===== config.mk =====
export PLATFORM = sky130hd
export DESIGN_NAME = gamepad_report_builder
export DESIGN_NICKNAME = d
export VERILOG_FILES = /design/src/hw/rtl/gpr_pkg.sv /design/src/hw/rtl/gpr_hat.sv /design/src/hw/rtl/gamepad_report_builder.sv
export SDC_FILE = /design/constraint.sdc
export NUM_CORES = 1
export LEC_CHECK = 0
export BUFFER_PORTS_ARGS = -buffer_cell sky130_fd_sc_hd__buf_4
export CORE_MARGIN = 2
export CORE_UTILIZATION = 54
export DETAILED_ROUTE_END_ITERATION = 8
export GPL_TIMING_DRIVEN = 0
export HOLD_SLACK_MARGIN = 0.06
export PLACE_DENSITY = 0.78
export SETUP_SLACK_MARGIN = 0.05
export SYNTH_ARGS = -nofsm -noshare
export SYNTH_HDL_FRONTEND = slang
export SYNTH_SLANG_ARGS = --single-unit

===== constraint.sdc =====
create_clock -name clk -period 6.7 [get_ports clk]
set_input_delay 0.67 -clock clk [delete_from_list [all_inputs] [get_ports clk]]
set_output_delay 0.67 -clock clk [all_outputs]
set_load 0.005 [all_outputs]

===== src/hw/rtl/gpr_pkg.sv =====
// ============================================================================
// gpr_pkg
// Shared types and constants for the gamepad report builder.
// ============================================================================
`default_nettype none

package gpr_pkg;

    // Field widths of the poll and report payloads
    localparam int SAMPLE_BITS  = 12;
    localparam int BUTTON_COUNT = 12;
    localparam int HAT_BITS     = 12;
    localparam int AXIS_BITS    = 8;
    localparam int HAT_CODE_BITS = 4;

    // Configuration port
    localparam int CFG_INDEX_BITS = 2;
    localparam int CFG_DATA_BITS  = 16;
    localparam int CENTER_BITS    = 12;
    localparam int DEAD_ZONE_BITS = 11;
    localparam int LONG_PRESS_BITS = 16;

    localparam logic [CFG_INDEX_BITS-1:0] CFG_AXIS_CENTER   = 2'd0;
    localparam logic [CFG_INDEX_BITS-1:0] CFG_DEAD_ZONE     = 2'd1;
    localparam logic [CFG_INDEX_BITS-1:0] CFG_LONG_PRESS_MS = 2'd2;

    localparam logic [CENTER_BITS-1:0]     AXIS_CENTER_RESET   = 12'd2048;
    localparam logic [DEAD_ZONE_BITS-1:0]  DEAD_ZONE_RESET     = 11'd300;
    localparam logic [LONG_PRESS_BITS-1:0] LONG_PRESS_MS_RESET = 16'd10000;

    // Hat codes, clockwise from up
    localparam logic [HAT_CODE_BITS-1:0] HAT_UP         = 4'd0;
    localparam logic [HAT_CODE_BITS-1:0] HAT_UP_RIGHT   = 4'd1;
    localparam logic [HAT_CODE_BITS-1:0] HAT_RIGHT      = 4'd2;
    localparam logic [HAT_CODE_BITS-1:0] HAT_DOWN_RIGHT = 4'd3;
    localparam logic [HAT_CODE_BITS-1:0] HAT_DOWN       = 4'd4;
    localparam logic [HAT_CODE_BITS-1:0] HAT_DOWN_LEFT  = 4'd5;
    localparam logic [HAT_CODE_BITS-1:0] HAT_LEFT       = 4'd6;
    localparam logic [HAT_CODE_BITS-1:0] HAT_UP_LEFT    = 4'd7;
    localparam logic [HAT_CODE_BITS-1:0] HAT_NEUTRAL    = 4'd8;

    localparam logic [AXIS_BITS-1:0] AXIS_REST = 8'h80;

    // One poll
    typedef struct packed {
        logic [BUTTON_COUNT-1:0] button_levels;
        logic [31:0]             now_ms;
        logic [SAMPLE_BITS-1:0]  left_x;
        logic [SAMPLE_BITS-1:0]  left_y;
        logic [SAMPLE_BITS-1:0]  right_x;
        logic [SAMPLE_BITS-1:0]  right_y;
        logic [HAT_BITS-1:0]     hat_x;
        logic [HAT_BITS-1:0]     hat_y;
    } poll_t;

    // One result
    typedef struct packed {
        logic [HAT_CODE_BITS-1:0] hat_code;
        logic [BUTTON_COUNT-1:0]  button_bits;
        logic [AXIS_BITS-1:0]     left_x_byte;
        logic [AXIS_BITS-1:0]     left_y_byte;
        logic [AXIS_BITS-1:0]     right_x_byte;
        logic [AXIS_BITS-1:0]     right_y_byte;
        logic                     report_changed;
        logic                     reboot_request;
    } pad_report_t;

    // Stored copy of the last report
    typedef struct packed {
        logic [HAT_CODE_BITS-1:0] hat;
        logic [BUTTON_COUNT-1:0]  buttons;
        logic [AXIS_BITS-1:0]     lx;
        logic [AXIS_BITS-1:0]     ly;
        logic [AXIS_BITS-1:0]     rx;
        logic [AXIS_BITS-1:0]     ry;
    } last_t;

endpackage

`default_nettype wire


===== src/hw/rtl/gpr_hat.sv =====
// ============================================================================
// gpr_hat
// Maps the two hat-axis samples to an eight-way hat code or neutral.
// ============================================================================
`default_nettype none

module gpr_hat (
    input  wire logic [gpr_pkg::HAT_BITS-1:0]       hat_x,
    input  wire logic [gpr_pkg::HAT_BITS-1:0]       hat_y,
    input  wire logic [gpr_pkg::CENTER_BITS-1:0]    axis_center,
    input  wire logic [gpr_pkg::DEAD_ZONE_BITS-1:0] dead_zone,
    output logic      [gpr_pkg::HAT_CODE_BITS-1:0]  hat_code
);
    import gpr_pkg::*;

    // Signed offsets wide enough for +-4095 and their negation
    localparam int DW = HAT_BITS + 2;

    logic signed [DW-1:0] dx;
    logic signed [DW-1:0] dy;
    logic signed [DW-1:0] ax;
    logic signed [DW-1:0] ay;
    logic signed [DW-1:0] dz;
    logic xc, yc, up, down, right, left;

    // Offsets from center and their magnitudes
    always_comb
    begin
        dx = $signed({2'b00, hat_x}) - $signed({{(DW-CENTER_BITS){1'b0}}, axis_center});
        dy = $signed({2'b00, hat_y}) - $signed({{(DW-CENTER_BITS){1'b0}}, axis_center});
        dz = $signed({{(DW-DEAD_ZONE_BITS){1'b0}}, dead_zone});
        ax = dx[DW-1] ? -dx : dx;
        ay = dy[DW-1] ? -dy : dy;
        xc    = ax < dz;
        yc    = ay < dz;
        up    = dy > dz;
        down  = dy < -dz;
        right = dx > dz;
        left  = dx < -dz;
    end

    // Direction decision, cardinals first
    always_comb
    begin
        priority if (up && xc)      hat_code = HAT_UP;
        else if (down && xc)        hat_code = HAT_DOWN;
        else if (left && yc)        hat_code = HAT_LEFT;
        else if (right && yc)       hat_code = HAT_RIGHT;
        else if (right && up)       hat_code = HAT_UP_RIGHT;
        else if (left && up)        hat_code = HAT_UP_LEFT;
        else if (right && down)     hat_code = HAT_DOWN_RIGHT;
        else if (left && down)      hat_code = HAT_DOWN_LEFT;
        else                        hat_code = HAT_NEUTRAL;
    end

endmodule

`default_nettype wire


===== src/hw/rtl/gamepad_report_builder.sv =====
// ============================================================================
// gamepad_report_builder
// Builds gamepad reports from polls; emits only on change or reboot request.
// ============================================================================
//
//  channel   direction  handshake                 payload
//  poll      in         poll_valid / poll_stall   gpr_pkg::poll_t
//  report    out        report_valid/report_stall gpr_pkg::pad_report_t
//  cfg       in         cfg_we                    cfg_index, cfg_data
//
//  One poll per cycle while poll_stall is low; a poll passes through the input register, then
//  hat decode, compare and press timing into the report register.
//  Reset restores the register defaults and the neutral last report.
//  poll_stall rises only while the input register holds a poll that yields a
//  report and the report register is still full and stalled.
//
`default_nettype none

module gamepad_report_builder (
    input  wire logic                                clk,
    input  wire logic                                rst_n,
    input  wire logic                                poll_valid,
    output logic                                     poll_stall,
    input  wire gpr_pkg::poll_t                      poll,
    output logic                                     report_valid,
    input  wire logic                                report_stall,
    output gpr_pkg::pad_report_t                     report,
    input  wire logic                                cfg_we,
    input  wire logic [gpr_pkg::CFG_INDEX_BITS-1:0]  cfg_index,
    input  wire logic [gpr_pkg::CFG_DATA_BITS-1:0]   cfg_data
);
    import gpr_pkg::*;

    // Configuration registers
    logic [CENTER_BITS-1:0]     axis_center_reg;
    logic [DEAD_ZONE_BITS-1:0]  dead_zone_reg;
    logic [LONG_PRESS_BITS-1:0] long_press_ms_reg;

    // Pipeline registers
    logic        in_valid_reg;
    poll_t       in_reg;
    logic        out_valid_reg;
    pad_report_t out_reg;

    // Block state
    last_t       last_reg;
    last_t       last_next;
    logic        sys_reg;
    logic [31:0] press_start_reg;

    logic [HAT_CODE_BITS-1:0] hat_code;
    logic        sys;
    logic        reboot;
    logic        changed;
    logic        emit;
    logic        out_free;
    logic        advance;
    logic [31:0] duration;

    // Configuration writes
    always_ff @(posedge clk or negedge rst_n)
    begin
        if (!rst_n)
        begin
            axis_center_reg   <= AXIS_CENTER_RESET;
            dead_zone_reg     <= DEAD_ZONE_RESET;
            long_press_ms_reg <= LONG_PRESS_MS_RESET;
        end
        else if (cfg_we)
        begin
            unique case (cfg_index)
                CFG_AXIS_CENTER:   axis_center_reg   <= cfg_data[CENTER_BITS-1:0];
                CFG_DEAD_ZONE:     dead_zone_reg     <= cfg_data[DEAD_ZONE_BITS-1:0];
                CFG_LONG_PRESS_MS: long_press_ms_reg <= cfg_data;
                default: ;
            endcase
        end
    end

    gpr_hat u_hat (
        .hat_x       (in_reg.hat_x),
        .hat_y       (in_reg.hat_y),
        .axis_center (axis_center_reg),
        .dead_zone   (dead_zone_reg),
        .hat_code    (hat_code)
    );

    // Report assembly and change / press detection
    always_comb
    begin
        last_next.hat     = hat_code;
        last_next.buttons = in_reg.button_levels;
        last_next.lx      = in_reg.left_x[SAMPLE_BITS-1 -: AXIS_BITS];
        last_next.ly      = in_reg.left_y[SAMPLE_BITS-1 -: AXIS_BITS];
        last_next.rx      = in_reg.right_x[SAMPLE_BITS-1 -: AXIS_BITS];
        last_next.ry      = in_reg.right_y[SAMPLE_BITS-1 -: AXIS_BITS];
        sys      = in_reg.button_levels[0];
        duration = in_reg.now_ms - press_start_reg;
        reboot   = sys_reg && !sys && (duration >= {16'd0, long_press_ms_reg});
        changed  = last_next != last_reg;
        emit     = changed || reboot;
    end

    // Flow control
    assign out_free     = !out_valid_reg || !report_stall;
    assign advance      = in_valid_reg && (out_free || !emit);
    assign poll_stall   = in_valid_reg && !advance;
    assign report_valid = out_valid_reg;
    assign report       = out_reg;

    // Input register
    always_ff @(posedge clk or negedge rst_n)
    begin
        if (!rst_n)
        begin
            in_valid_reg <= 1'b0;
        end
        else if (!poll_stall)
        begin
            in_valid_reg <= poll_valid;
        end
    end

    always_ff @(posedge clk)
    begin
        if (!poll_stall && poll_valid)
        begin
            in_reg <= poll;
        end
    end

    // State update on each consumed poll
    always_ff @(posedge clk or negedge rst_n)
    begin
        if (!rst_n)
        begin
            last_reg.hat     <= HAT_NEUTRAL;
            last_reg.buttons <= '0;
            last_reg.lx      <= AXIS_REST;
            last_reg.ly      <= AXIS_REST;
            last_reg.rx      <= AXIS_REST;
            last_reg.ry      <= AXIS_REST;
            sys_reg          <= 1'b0;
            press_start_reg  <= '0;
        end
        else if (advance)
        begin
            last_reg <= last_next;
            sys_reg  <= sys;
            if (!sys_reg && sys)
            begin
                press_start_reg <= in_reg.now_ms;
            end
        end
    end

    // Report register
    always_ff @(posedge clk or negedge rst_n)
    begin
        if (!rst_n)
        begin
            out_valid_reg <= 1'b0;
        end
        else if (out_free)
        begin
            out_valid_reg <= advance && emit;
        end
    end

    always_ff @(posedge clk)
    begin
        if (out_free && advance && emit)
        begin
            out_reg.hat_code       <= last_next.hat;
            out_reg.button_bits    <= last_next.buttons;
            out_reg.left_x_byte    <= last_next.lx;
            out_reg.left_y_byte    <= last_next.ly;
            out_reg.right_x_byte   <= last_next.rx;
            out_reg.right_y_byte   <= last_next.ry;
            out_reg.report_changed <= changed;
            out_reg.reboot_request <= reboot;
        end
    end

endmodule

`default_nettype wire

==> results by stage, run 1 <==
Clocking:
- The cell at the root of the clock tree is clkbuf_16.
- The latest clock arrival within the worst-skew pair is 0.56 ns.
- The clock sink count is ~270.
- CTS built an H-tree with a depth of 1.
- The number of buffers between clock root and the deepest sink is 3.
- The CTS tree is built.
- Counting the buffers created by CTS gives 29.
- Clock-pin slew was measured on the worst setup and hold paths at 0.06 ns.

Critical path:
- For the worst setup path, the data arrival time is 5.61 ns.
- The element type at the critical path start is a flop.
- The type of element capturing the critical path is an output port.
- Measured in cells, the most critical reg-to-reg path has a length of 24.
- By startpoint and endpoint, the worst setup path is classified as reg2out.
- At the worst endpoint, the required time is 6.03 ns.
- For flop-to-flop paths, the worst setup slack is around 0.65 ns.
- In this run the critical register-to-register path is captured at in_reg[73].
- In this run the critical register-to-register path is launched from axis_center_reg[0].
- Of all nets on the critical path, the largest fanout is 10.

Min path:
- The launch point of the worst hold path is poll[57].
- The worst hold path belongs to the class in2reg.
- Counting instances, the worst hold path has a depth of 1.
- The worst-case hold path end point is in_reg[57].

STA:
- The largest clock skew in the final design is 0.01094 ns.
- The tightest hold path in the finished design has a slack of 0.2842 ns.
- Timing would allow up to 159.2 MHz.
- The worst slew slack as a fraction of its limit is 42.35%.
- The shortest period the worst path allows is between 6 and 7 ns.
- The transition time at the pin with the least slew margin is 0.8586 ns.
- The hold violation total from the final report was 0.
- The worst path uses 93.76% of the clock period.
- Setup violations remaining at the end of the flow were counted as 0.
- The count of final max-slew check failures is 0.

Synth:
- The mean post-synth cell area is ~11 um^2.
- After Yosys synthesis, XOR and XNOR cells account for about 5.5% of the synthesized area.
- After synthesis, the share of cell area in mux cells is 8.902%.
- The distinct cell type count of the synthesized netlist is 77.
- The combinational family with the most area after synthesis is compound AO/OA/AOI/OAI gates.
- Summing every instance area after synthesis gives 15740 um^2.
- Counting flops with an async set or reset pin after synthesis yields a share of 44.65%.
- The warning count from the yosys run is 0.
- The flip-flop and latch count after synthesis is roughly 270.
- The sequential area share after synthesis is 47.97%.
- In the synthesized netlist the dominant register cell turns out to be edfxtp_1.
- The number of enable flip-flop cells after synthesis is 150.
- The fraction of the mapped netlist area in compound gates is 11.85%.
- The number of standard cells after synthesis is 1370.
- The adder-cell share of the synthesized area is approximately an eighth.
- Summing the areas of all and, or, nand and nor instances in the mapped netlist gives 10.24% of the synthesized area.
- The number of nets handed over by synthesis was 1656.

Routing:
- The detail route stage leaves a number of antenna-violating nets equal to 0.
- Dividing the detail-routed via count by the number of cells gives between 5 and 6.
- In the routed design, unresolved DRC markers number 0.
- The first TritonRoute pass finished after 5 iterations.
- Summing over every cut layer, the via total after detailed routing is 11270.
- For this block, the routed nets add up to roughly 36 mm of wire.
- The final routed wire length divided by cell count is 18.01 um.
- The number of DRC violations after detailed-routing iteration 0 is 727.

Final layout:
- The number of flip-flops in the largest register is 100.
- The final design instance area without fill is 18800 um^2.
- In the final design database the tool counted ~1900 nets.
- The library cells used most frequently in the layout, excluding fill and tap cells, are buf_4, edfxtp_1, ha_1, inv_1, dfrtp_1.
- The share of layout cells above drive strength 1 is 22.87%.
- Cells fill approximately 66% of the core in the end.
- Relative to the synthesized area, the layout overhead comes to 19.45%.
- The most common library cell in the layout ignoring fill and taps is buf_4.

Global route:
- The wire length of the first global-routing pass is 58.66 mm.
- The global route total overflow is 0.
- The global routing usage summed across all routing layers is 23.78%.
- The via count of the first global-routing pass was 11650.
- The maximum number of pins on one net before global-route repair is 93.
- The number of antenna violations at the first check in global routing is 1.

Power and ir drop:
- The power spent charging and discharging nets is 2.501 mW.
- The total power after layout is between 6 and 7 mW.
- Sequential cells burn 32.2% of the power.
- The net switching share of the total power is 36.45%.
- Power spread over the standard cell area amounts to 364.8 nW/um^2.
- In this run, the combinational gates consume around 44% of the power.
- VDD sags by at most ~0.28 mV.
- The internal power contribution is 4.359 mW.
- The static power due to leakage is a little over 8 nW.
- The portion of total power attributed to the clock network is 23.5%.

Outcome:
- The run finished with clean final reports.

Placed design:
- The final weighted congestion of routability-driven global placement is 0.8951.
- After detailed placement, the total cell area comes to 17600 um^2.
- The final HPWL from detailed placement is between 20 and 30 mm.
- In this run the tool buffered the top-level ports with 174 buffer cells.

Floorplanning:
- The x dimension of the die is approximately 170 um.
- Row generation in the floorplan step produced 62 rows.
- Once the floorplan was initialized, standard cells occupied 54.85% of the core.
- The die is 174.7 um tall.
- The floorplan step defined a die boundary enclosing 30530 um^2.
- The count of boundary I/O pins is 191.
- The region available for standard cell placement spans around 29000 um^2.

Run:
- The max-cap violation count is 0.
-- cells by family (layout without fill, tap and decap cells) --
| group | Yosys count | after routing |
|---|---|---|
| AND/OR/NAND/NOR | 307 | 308 |
| XOR/XNOR | 98 | 98 |
| other | 0 | 1 |
| AO/OA/AOI/OAI | 288 | 288 |
| buffers and inverters | 144 | 382 |
| multiplexers | 115 | 115 |
| flip-flops | 271 | 271 |
| adder cells (fa/ha/maj) | 147 | 147 |
-- per-layer routing --
metal  vias to the layer above  GRT usage [%]  wire length (um)
met5                         -              0                 0
met4                         0          7.708              1156
met3                        64          3.285              1610
met2                       262          40.63             17550
met1                      5439          31.39             15590
li1                       5500              -                 -
-- worst max path at each step --
stage	startpoint	end	slack [ns]	cells after the start
final	axis_center_reg[0]	poll_stall	0.42	24
after global routing	in_reg[12]	poll_stall	-0.02	26
after CTS	in_reg[12]	poll_stall	0.06	26
after detailed placement	in_reg[73]	in_reg[0]	-0.40	24
after global placement	in_reg[73]	in_reg[0]	-1.15	23
after floorplan	in_reg[12]	in_reg[0]	0.46	25
-- power by group through the flow --
stage,clock [mW],combinational [mW],sequential (mW)
4_1_cts,1.65,2.93,2.21
3_3_place_gp,0,2.79,2.22
2_1_floorplan,0,2.17,2.20
6_report,1.62,3.04,2.21
5_1_grt,1.71,3.43,2.24
3_5_place_dp,0,2.89,2.23
-- cells in the mapped netlist, types with 30 or more instances --
cell	n	area (um^2)
o21ai_0	66	330.3
inv_1	113	424.2
dfrtp_1	106	2653
nand2_1	58	217.7
a21oi_1	80	400.4
mux2_2	42	473.0
mux2_4	30	450.4
nand4_1	33	206.5
edfxtp_1	150	4504
nor2_1	66	247.7
xnor2_1	78	683.2
mux2_1	38	427.9
ha_1	144	1802
-- worst max-delay path: stages (launching register included) --
cell,delay [ns]
dfrtp_1,0.40
ha_1,0.26
fa_1,0.40
nand2b_1,0.22
a211oi_4,0.32
nor4_1,0.11
o211ai_1,0.17
nor2b_1,0.19
clkbuf_2,0.26
nor2_1,0.06
a21oi_1,0.14
ha_1,0.25
nor2b_1,0.13
o21a_1,0.16
o21ai_0,0.15
a21oi_1,0.12
o211ai_1,0.18
and3_2,0.28
a31oi_1,0.15
nor4_4,0.40
xnor2_2,0.17
nand4_1,0.19
nand3_2,0.14
inv_1,0.05
buf_4,0.14
-- area by class of cell --
type | instances | area, um^2
timing repair buffer | 186 | 1448
clock buffer | 33 | 770.7
antenna | 1 | 2.502
clock inverter | 21 | 209.0
buffer | 29 | 170.2
inverter | 113 | 424.2
sequential | 271 | 7551
tap | 384 | 480.5
fill | 2258 | 9898
multi-input combinational | 956 | 7749
-- what timing repair did --
item | 4_1_cts | 5_1_grt
gates resized for setup | 10 | 24
setup buffers | 0 | 8
pin swaps | 1 | 10
hold buffers | 1 | 0
endpoints found under the hold margin | 28 | 0
setup endpoints to repair | 101 | 152
cloned | 1 | 0
-- through the flow --
step	instances	setup slack, ns	TNS, ns
after floorplan	1370	0.4625	0
after global placement	1928	-1.147	-147.50
after detailed placement	1931	-0.4027	-23.93
after CTS	1987	0.05909	0
after global routing	1994	-0.01994	-0.01994
final	1994	0.4180	0
Power figures use the tool's default switching activity.
==> run 2: changes to the inputs <==
CORE_UTILIZATION = 25   (was 54)
PLACE_DENSITY = default   (was 0.78)
clock period = 6.55 ns   (was 6.7 ns; I/O delays follow)
==> results by stage, run 2 (synthesized netlist as in run 1, its figures left out) <==
Outcome:
- The run finished with clean final reports.

Final layout:
- From synthesis to final layout, the design area changed by 26.80%.
- In the layout the commonest cells are buf_4, edfxtp_1, ha_1, inv_1, dfrtp_1.
- The net count of the finished layout is 1895.
- Of the cells placed in the final design, the portion with a size suffix greater than 1 is 26.12%.
- For this run, the share of the core covered by cells in the final layout is 32.23%.
- The number of fillers in the final layout is 6253.
- The most common library cell in the layout ignoring fill and taps is buf_4.
- The register with the most flip-flops in the layout has 100 of them.
- The sequential cell area in the final layout is 7552 um^2.
- In the final layout, the multi-input gates occupy 7944 um^2.

Floorplanning:
- Once the floorplan was initialized, standard cells occupied 25.42% of the core.
- 191 I/O pins were placed.
- The x dimension of the die is ~250 um.
- The floorplan die area is 64990 um^2.
- The site row count is 91.
- The die is ~250 um tall.
- The core box area is between 60000 and 70000 um^2.

Critical path:
- The startpoint of the worst-slack reg-to-reg timing path is in_reg[12].
- The number of buffers and inverters on the critical path is 6.
- For this run, the slowest stage of the critical path takes 0.37 ns.
- STA puts the critical path data required time at 5.89 ns.
- The critical-path maximum fanout is 8.
- The kind of cell adding the most delay to the critical path is compound AO/OA/AOI/OAI gates.
- The setup slack of the most critical reg-to-reg path is 0.57 ns.
- The dominant cell type by count on the critical path is inv_1.
- The worst setup path is launched from a flop.
- The endpoint identified for the worst register-to-register timing path is in_reg[74].
- The largest individual stage delay along the critical path comes from the cell edfxtp_1.
- The classification of the worst setup path is reg2out.
- The number of cells on the worst reg-to-reg path is 27.
- For the worst setup path, the data arrival time is about 5.6 ns.
- The type of element capturing the critical path is an output port.

Min path:
- The launch point of the worst hold path is poll[20].
- The worst-case hold path end point is in_reg[20].
- The path category of the worst min-delay check is in2reg.
- Counting instances, the worst hold path has a depth of 1.

Routing:
- Once detail routing completed, the nets flagged for antenna violations numbered 0.
- The total length of routed met3 wires is 3.159 mm.
- The aggregate routed wire length is 43.44 mm.
- The average via count per standard cell is 4.638.
- The detailed router put a total of 20.23 mm of wire on met1.
- For this run, design rule violations remaining after detail routing come to 0.
- The total met2 wirelength after detailed routing is roughly 19 mm.
- The uppermost layer routed is met5.
- The number of DRC violations after detailed-routing iteration 0 is 567.
- The number of search-and-repair iterations in the first detailed-routing pass is 5.
- The total via count after detailed routing is approximately 11000.
- After detailed routing, the average wire length per cell comes to 17.56 um.

STA:
- The transition time at the pin with the least slew margin is 1.045 ns.
- The largest clock skew in the final design is 0.03695 ns.
- The peak clock frequency supported by timing is 160.0 MHz.
- The setup TNS is 0 ns.
- The hold violation total from the final report is 0.
- The routed design could run at a clock period as short as 6.250 ns.
- The worst slew slack as a fraction of its limit is slightly above 30%.
- The count of final max-slew check failures is 0.
- The setup-violating endpoint count in the final report is 0.
- The fraction of the cycle the final worst path needs is 95.42%.
- The minimum hold slack is 0.2641 ns.

Run:
- The tool flagged a number of max-cap violations equal to 0.

Clocking:
- The H-tree was split into 2 levels.
- The clock sink count is 271.
- The clock reaches the later pin of the worst-skew pair after 0.57 ns.
- The number of buffers inserted during clock tree synthesis is 35.
- After clock tree synthesis, the clock-pin slew on the worst setup and hold paths is 0.07 ns.
- CTS placed an instance of clkbuf_16 at the clock tree root.
- The number of buffers between clock root and the deepest sink is 3.
- The CTS tree is built.

Power and ir drop:
- The static power due to leakage is 8.274 nW.
- Power spread over the standard cell area amounts to 383.2 nW/um^2.
- The worst-case IR drop observed on VDD is 0.2168 mV.
- The total power after layout is ~7.6 mW.

Global route:
- The global route total overflow is 0.
- The via count of the first global-routing pass was 11520.
- The first global-routing pass estimated 65.84 mm of wire.
- The global routing usage summed across all routing layers is between 10% and 20%.
- The maximum number of pins on one net before global-route repair is 79.
- The number of antenna violations at the first check in global routing was 8.

Placed design:
- After legalization and detailed placement, the total HPWL measured roughly 33 mm.
- The congestion estimate from routability-driven global placement came to 0.8853.
- The count of buffers added on input and output ports is approximately 170.
## run 2: worst max path at each step
| stage | startpoint | end | slack (ns) | cells past startpoint |
|---|---|---|---|---|
| global placement | in_reg[73] | in_reg[78] | -1.96 | 23 |
| global route | in_reg[12] | poll_stall | -0.06 | 26 |
| detailed placement | in_reg[73] | in_reg[73] | -0.65 | 24 |
| CTS | axis_center_reg[0] | poll_stall | 0.06 | 25 |
| floorplan | in_reg[12] | in_reg[0] | 0.31 | 25 |
| finish | in_reg[12] | poll_stall | 0.30 | 27 |
## run 2: layout make-up
cell class                 count  area share, %
clock buffer                  43          4.745
clock inverter                20          1.291
sequential                   271          37.83
antenna                        1        0.01254
tap                          837          5.246
timing repair buffer         203          8.011
inverter                     113          2.125
multi-input combinational    955          39.80
buffer                        30         0.9402
## run 2: worst reg2reg max path, delay by kind of cell, from the launching register on
kind	cells	cell delay, ns
AND/OR/NAND/NOR	6	1.31
flip-flops	1	0.37
AO/OA/AOI/OAI	11	1.98
XOR/XNOR	2	0.36
buffers and inverters	5	0.75
adder cells (fa/ha/maj)	3	0.82
## run 2: per-stage QoR
step | instances | worst slack (ns) | instance area (um^2)
detailed placement | 2385 | -0.6514 | 18200
CTS | 2459 | 0.06248 | 19650
finish | 2473 | 0.2998 | 19960
global route | 2472 | -0.05543 | 19960
global placement | 2381 | -1.961 | 18100
floorplan | 1370 | 0.3125 | 15740
## run 2: what timing repair did
item                                   4_1_cts  5_1_grt
resized for setup                           29       58
pin swaps                                    9       26
setup endpoints to repair                  230      190
setup buffers                               10       13
cloned                                       0        1
hold buffers                                 1        0
endpoints found under the hold margin       38        0
## run 2: per-layer routing
layer  up-vias  global-route usage [%]
met1      5496                   18.06
met4        12                   4.077
met5         -                       0
met3        79                   3.580
li1       5543                       -
met2       341                   20.16
## run 2: where the power goes
group	internal, mW	switching (mW)
sequential	2.10	0.166
combinational	1.51	1.85
clock	1.20	0.810
==> run 3: changes to the inputs <==
REMOVE_ABC_BUFFERS = 1   (was default)
==> results by stage, run 3 (synthesized netlist as in run 1, its figures left out) <==
Outcome:
- The flow ran to the end, and the final reports show no timing, DRC or antenna violations.

STA:
- Derived from the worst setup path, the maximum achievable clock frequency is 159.6 MHz.
- The minimum hold slack is 0.2688 ns.
- On the final layout, the worst clock skew is 0.03810 ns.
- The count of final max-slew check failures came to 0.
- The transition time at the pin with the least slew margin is 0.8907 ns.
- For the finished layout, the period the worst path requires is roughly 6.3 ns.
- The fraction of the cycle the final worst path needs is a little over nine tenths.
- The setup-violating endpoint count in the final report is 0.
- The hold violation total from the final report came to 0.
- The setup TNS is 0 ns.
- The worst slew slack as a fraction of its limit is 40.44%.
- Setup repair after global routing left no endpoint under its margin.

Routing:
- The total via count after detailed routing is 11360.
- The remaining antenna violation count is 0.
- The aggregate routed wire length is 41.98 mm.
- The number of search-and-repair iterations in the first detailed-routing pass is 5.
- The final routed wire length divided by cell count is 17.19 um.
- The first routing iteration left 747 violations.
- The final routed DRC violation total is 0.
- After detailed routing, the number of vias per cell comes to about 4.7.

Floorplanning:
- The floorplan step set the die height to 254.9 um.
- In this run the standard cell core region covers 61940 um^2.
- The floorplan step set the die width to 254.9 um.
- The initial standard-cell utilization of the core is 25.42%.
- The site row count is 91.
- For this design the top-level I/O count stands at 191.
- The floorplan step defined a die boundary enclosing 64990 um^2.

Critical path:
- Data on the critical path is required at its endpoint by ~5.9 ns.
- STA classifies the critical path endpoint as an output port.
- The number of cells on the worst reg-to-reg path is 26.
- The longest individual stage delay on the worst path is 0.44 ns.
- STA classifies the critical path startpoint as a flop.
- The critical-path maximum fanout is 5.
- The largest individual stage delay along the critical path comes from the cell dfrtp_1.
- Counting both buffers and inverters, the worst setup path holds a total of 5.
- At the worst endpoint, the arrival time is 5.61 ns.
- The critical path depth is 26.
- The setup path with the least slack is of type reg2out.
- Grouping stages by cell kind, the critical path spends the most delay in compound AO/OA/AOI/OAI gates.

Global route:
- The maximum number of pins on one net before global-route repair is 89.
- The number of antenna violations at the first check in global routing is 13.
- The via count of the first global-routing pass was 11310.
- Global routing finished with a remaining overflow of 0.
- The global routing usage summed across all routing layers is 12.84%.
- The wire length of the first global-routing pass is 64.69 mm.

Power and ir drop:
- Across the VDD grid, the largest voltage drop is 0.1979 mV.
- The analysis attributes to cell leakage a power of 8.177 nW.
- In this run the power density over the cells is 380.8 nW/um^2.

Final layout:
- The share of layout cells above drive strength 1 is between 20% and 30%.
- Leaving out fill and tap cells, the most frequent cell in the layout is buf_4.
- The layout overhead on the synthesized area is 25.37%.
- The sequential cell area in the final layout is roughly 7600 um^2.
- The final design instance area without fill is 19740 um^2.
- The multi-input combinational cells in the finished layout cover a total of just under 8000 um^2.
- The number of fillers in the final layout is 6305.
- The register with the most flip-flops in the layout has 100 of them.
- The final layout net count is 1864.
- The top cell types in the final layout, fill and taps aside, are buf_4, edfxtp_1, ha_1, inv_1, dfrtp_1.

Placed design:
- Detailed placement finished with a half-perimeter wire length of 31.45 mm.
- The count of buffers from port buffering is 174.
- In this run the cell area measured after placement is 18080 um^2.
- Routability-driven placement finished with a final weighted congestion of 0.8272.

Clocking:
- No sink is reached through more buffers than the 3 on the longest clock path.
- The latest clock arrival within the worst-skew pair is 0.56 ns.
- After clock tree synthesis, the clock-pin slew on the worst setup and hold paths is 0.06 ns.
- The CTS tree is built.
- The cell at the root of the clock tree is clkbuf_16.
- The clock tree synthesis step divided the H-tree into 2 levels.
- The number of buffers inserted during clock tree synthesis is 34.
- The clock sink count is 271.

Min path:
- The path category of the worst min-delay check is in2reg.
- The hold path depth is 1.

Run:
- The max-cap violation count is 0.
==> run 3: cell type report <==
class                      instances  share of cell area [%]
multi-input combinational        957                   40.10
clock inverter                    24                   1.585
clock buffer                      38                   4.495
timing repair buffer             201                   8.096
inverter                         113                   2.149
tap                              837                   5.306
antenna                            1                 0.01268
sequential                       271                   38.26
==> run 3: repair_timing <==
action,CTS,global route
gates resized for setup,19,44
buffers inserted,6,12
endpoints found under the setup margin,230,170
pin swaps,6,18
hold endpoints to repair,32,0
cloned,1,2
hold buffers,1,0
==> run 3: power by group <==
group          switching [mW]  internal (mW)
clock                   0.804           1.20
sequential              0.164           2.10
combinational            1.79           1.46
==> run 3: final timing paths <==
check,from,end,slack (ns)
worst min-delay path,poll[14],in_reg[14],0.27
min in group asynchronous,rst_n,long_press_ms_reg[1],0.57
max in group asynchronous,rst_n,last_reg[23],5.13
worst max register to register,axis_center_reg[0],press_start_reg[1],0.43
worst max-delay path,axis_center_reg[0],poll_stall,0.29
worst min register to register,press_start_reg[1],press_start_reg[1],0.49
==> run 3: metrics by stage <==
stage / setup slack [ns] / power (mW) / std cells / util (%)
3_3_place_gp: -4.195 / 5.183 / 2350 / 28.94
2_1_floorplan: -1.061 / 4.450 / 1339 / -
5_1_grt: 0.03276 / 8.092 / 2441 / 31.86
6_report: 0.2858 / 7.515 / 2442 / 31.86
4_1_cts: 0.05510 / 7.432 / 2427 / 31.41
3_5_place_dp: -0.7473 / 5.274 / 2357 / 29.20
==> run 3: layer usage <==
layer  wire length (um)  global-route usage [%]  up-vias
li1                   -                       -     5470
met1              18650                   16.76     5467
met2              18880                   20.31      326
met3               3254                   3.865       73
met4               1069                   4.127       22
met5                126                       0        -
==> run 3: worst reg2reg max path, delay by kind of cell, from the launching register on <==
family | cells | cell delay (ns)
buffers and inverters | 4 | 0.62
DFF | 1 | 0.44
xor gates and xnor gates | 2 | 0.34
muxes | 1 | 0.36
and+or+nand+nor | 4 | 1.28
AOI/OAI and AO/OA | 12 | 2.15
adders and majority gates | 3 | 0.78
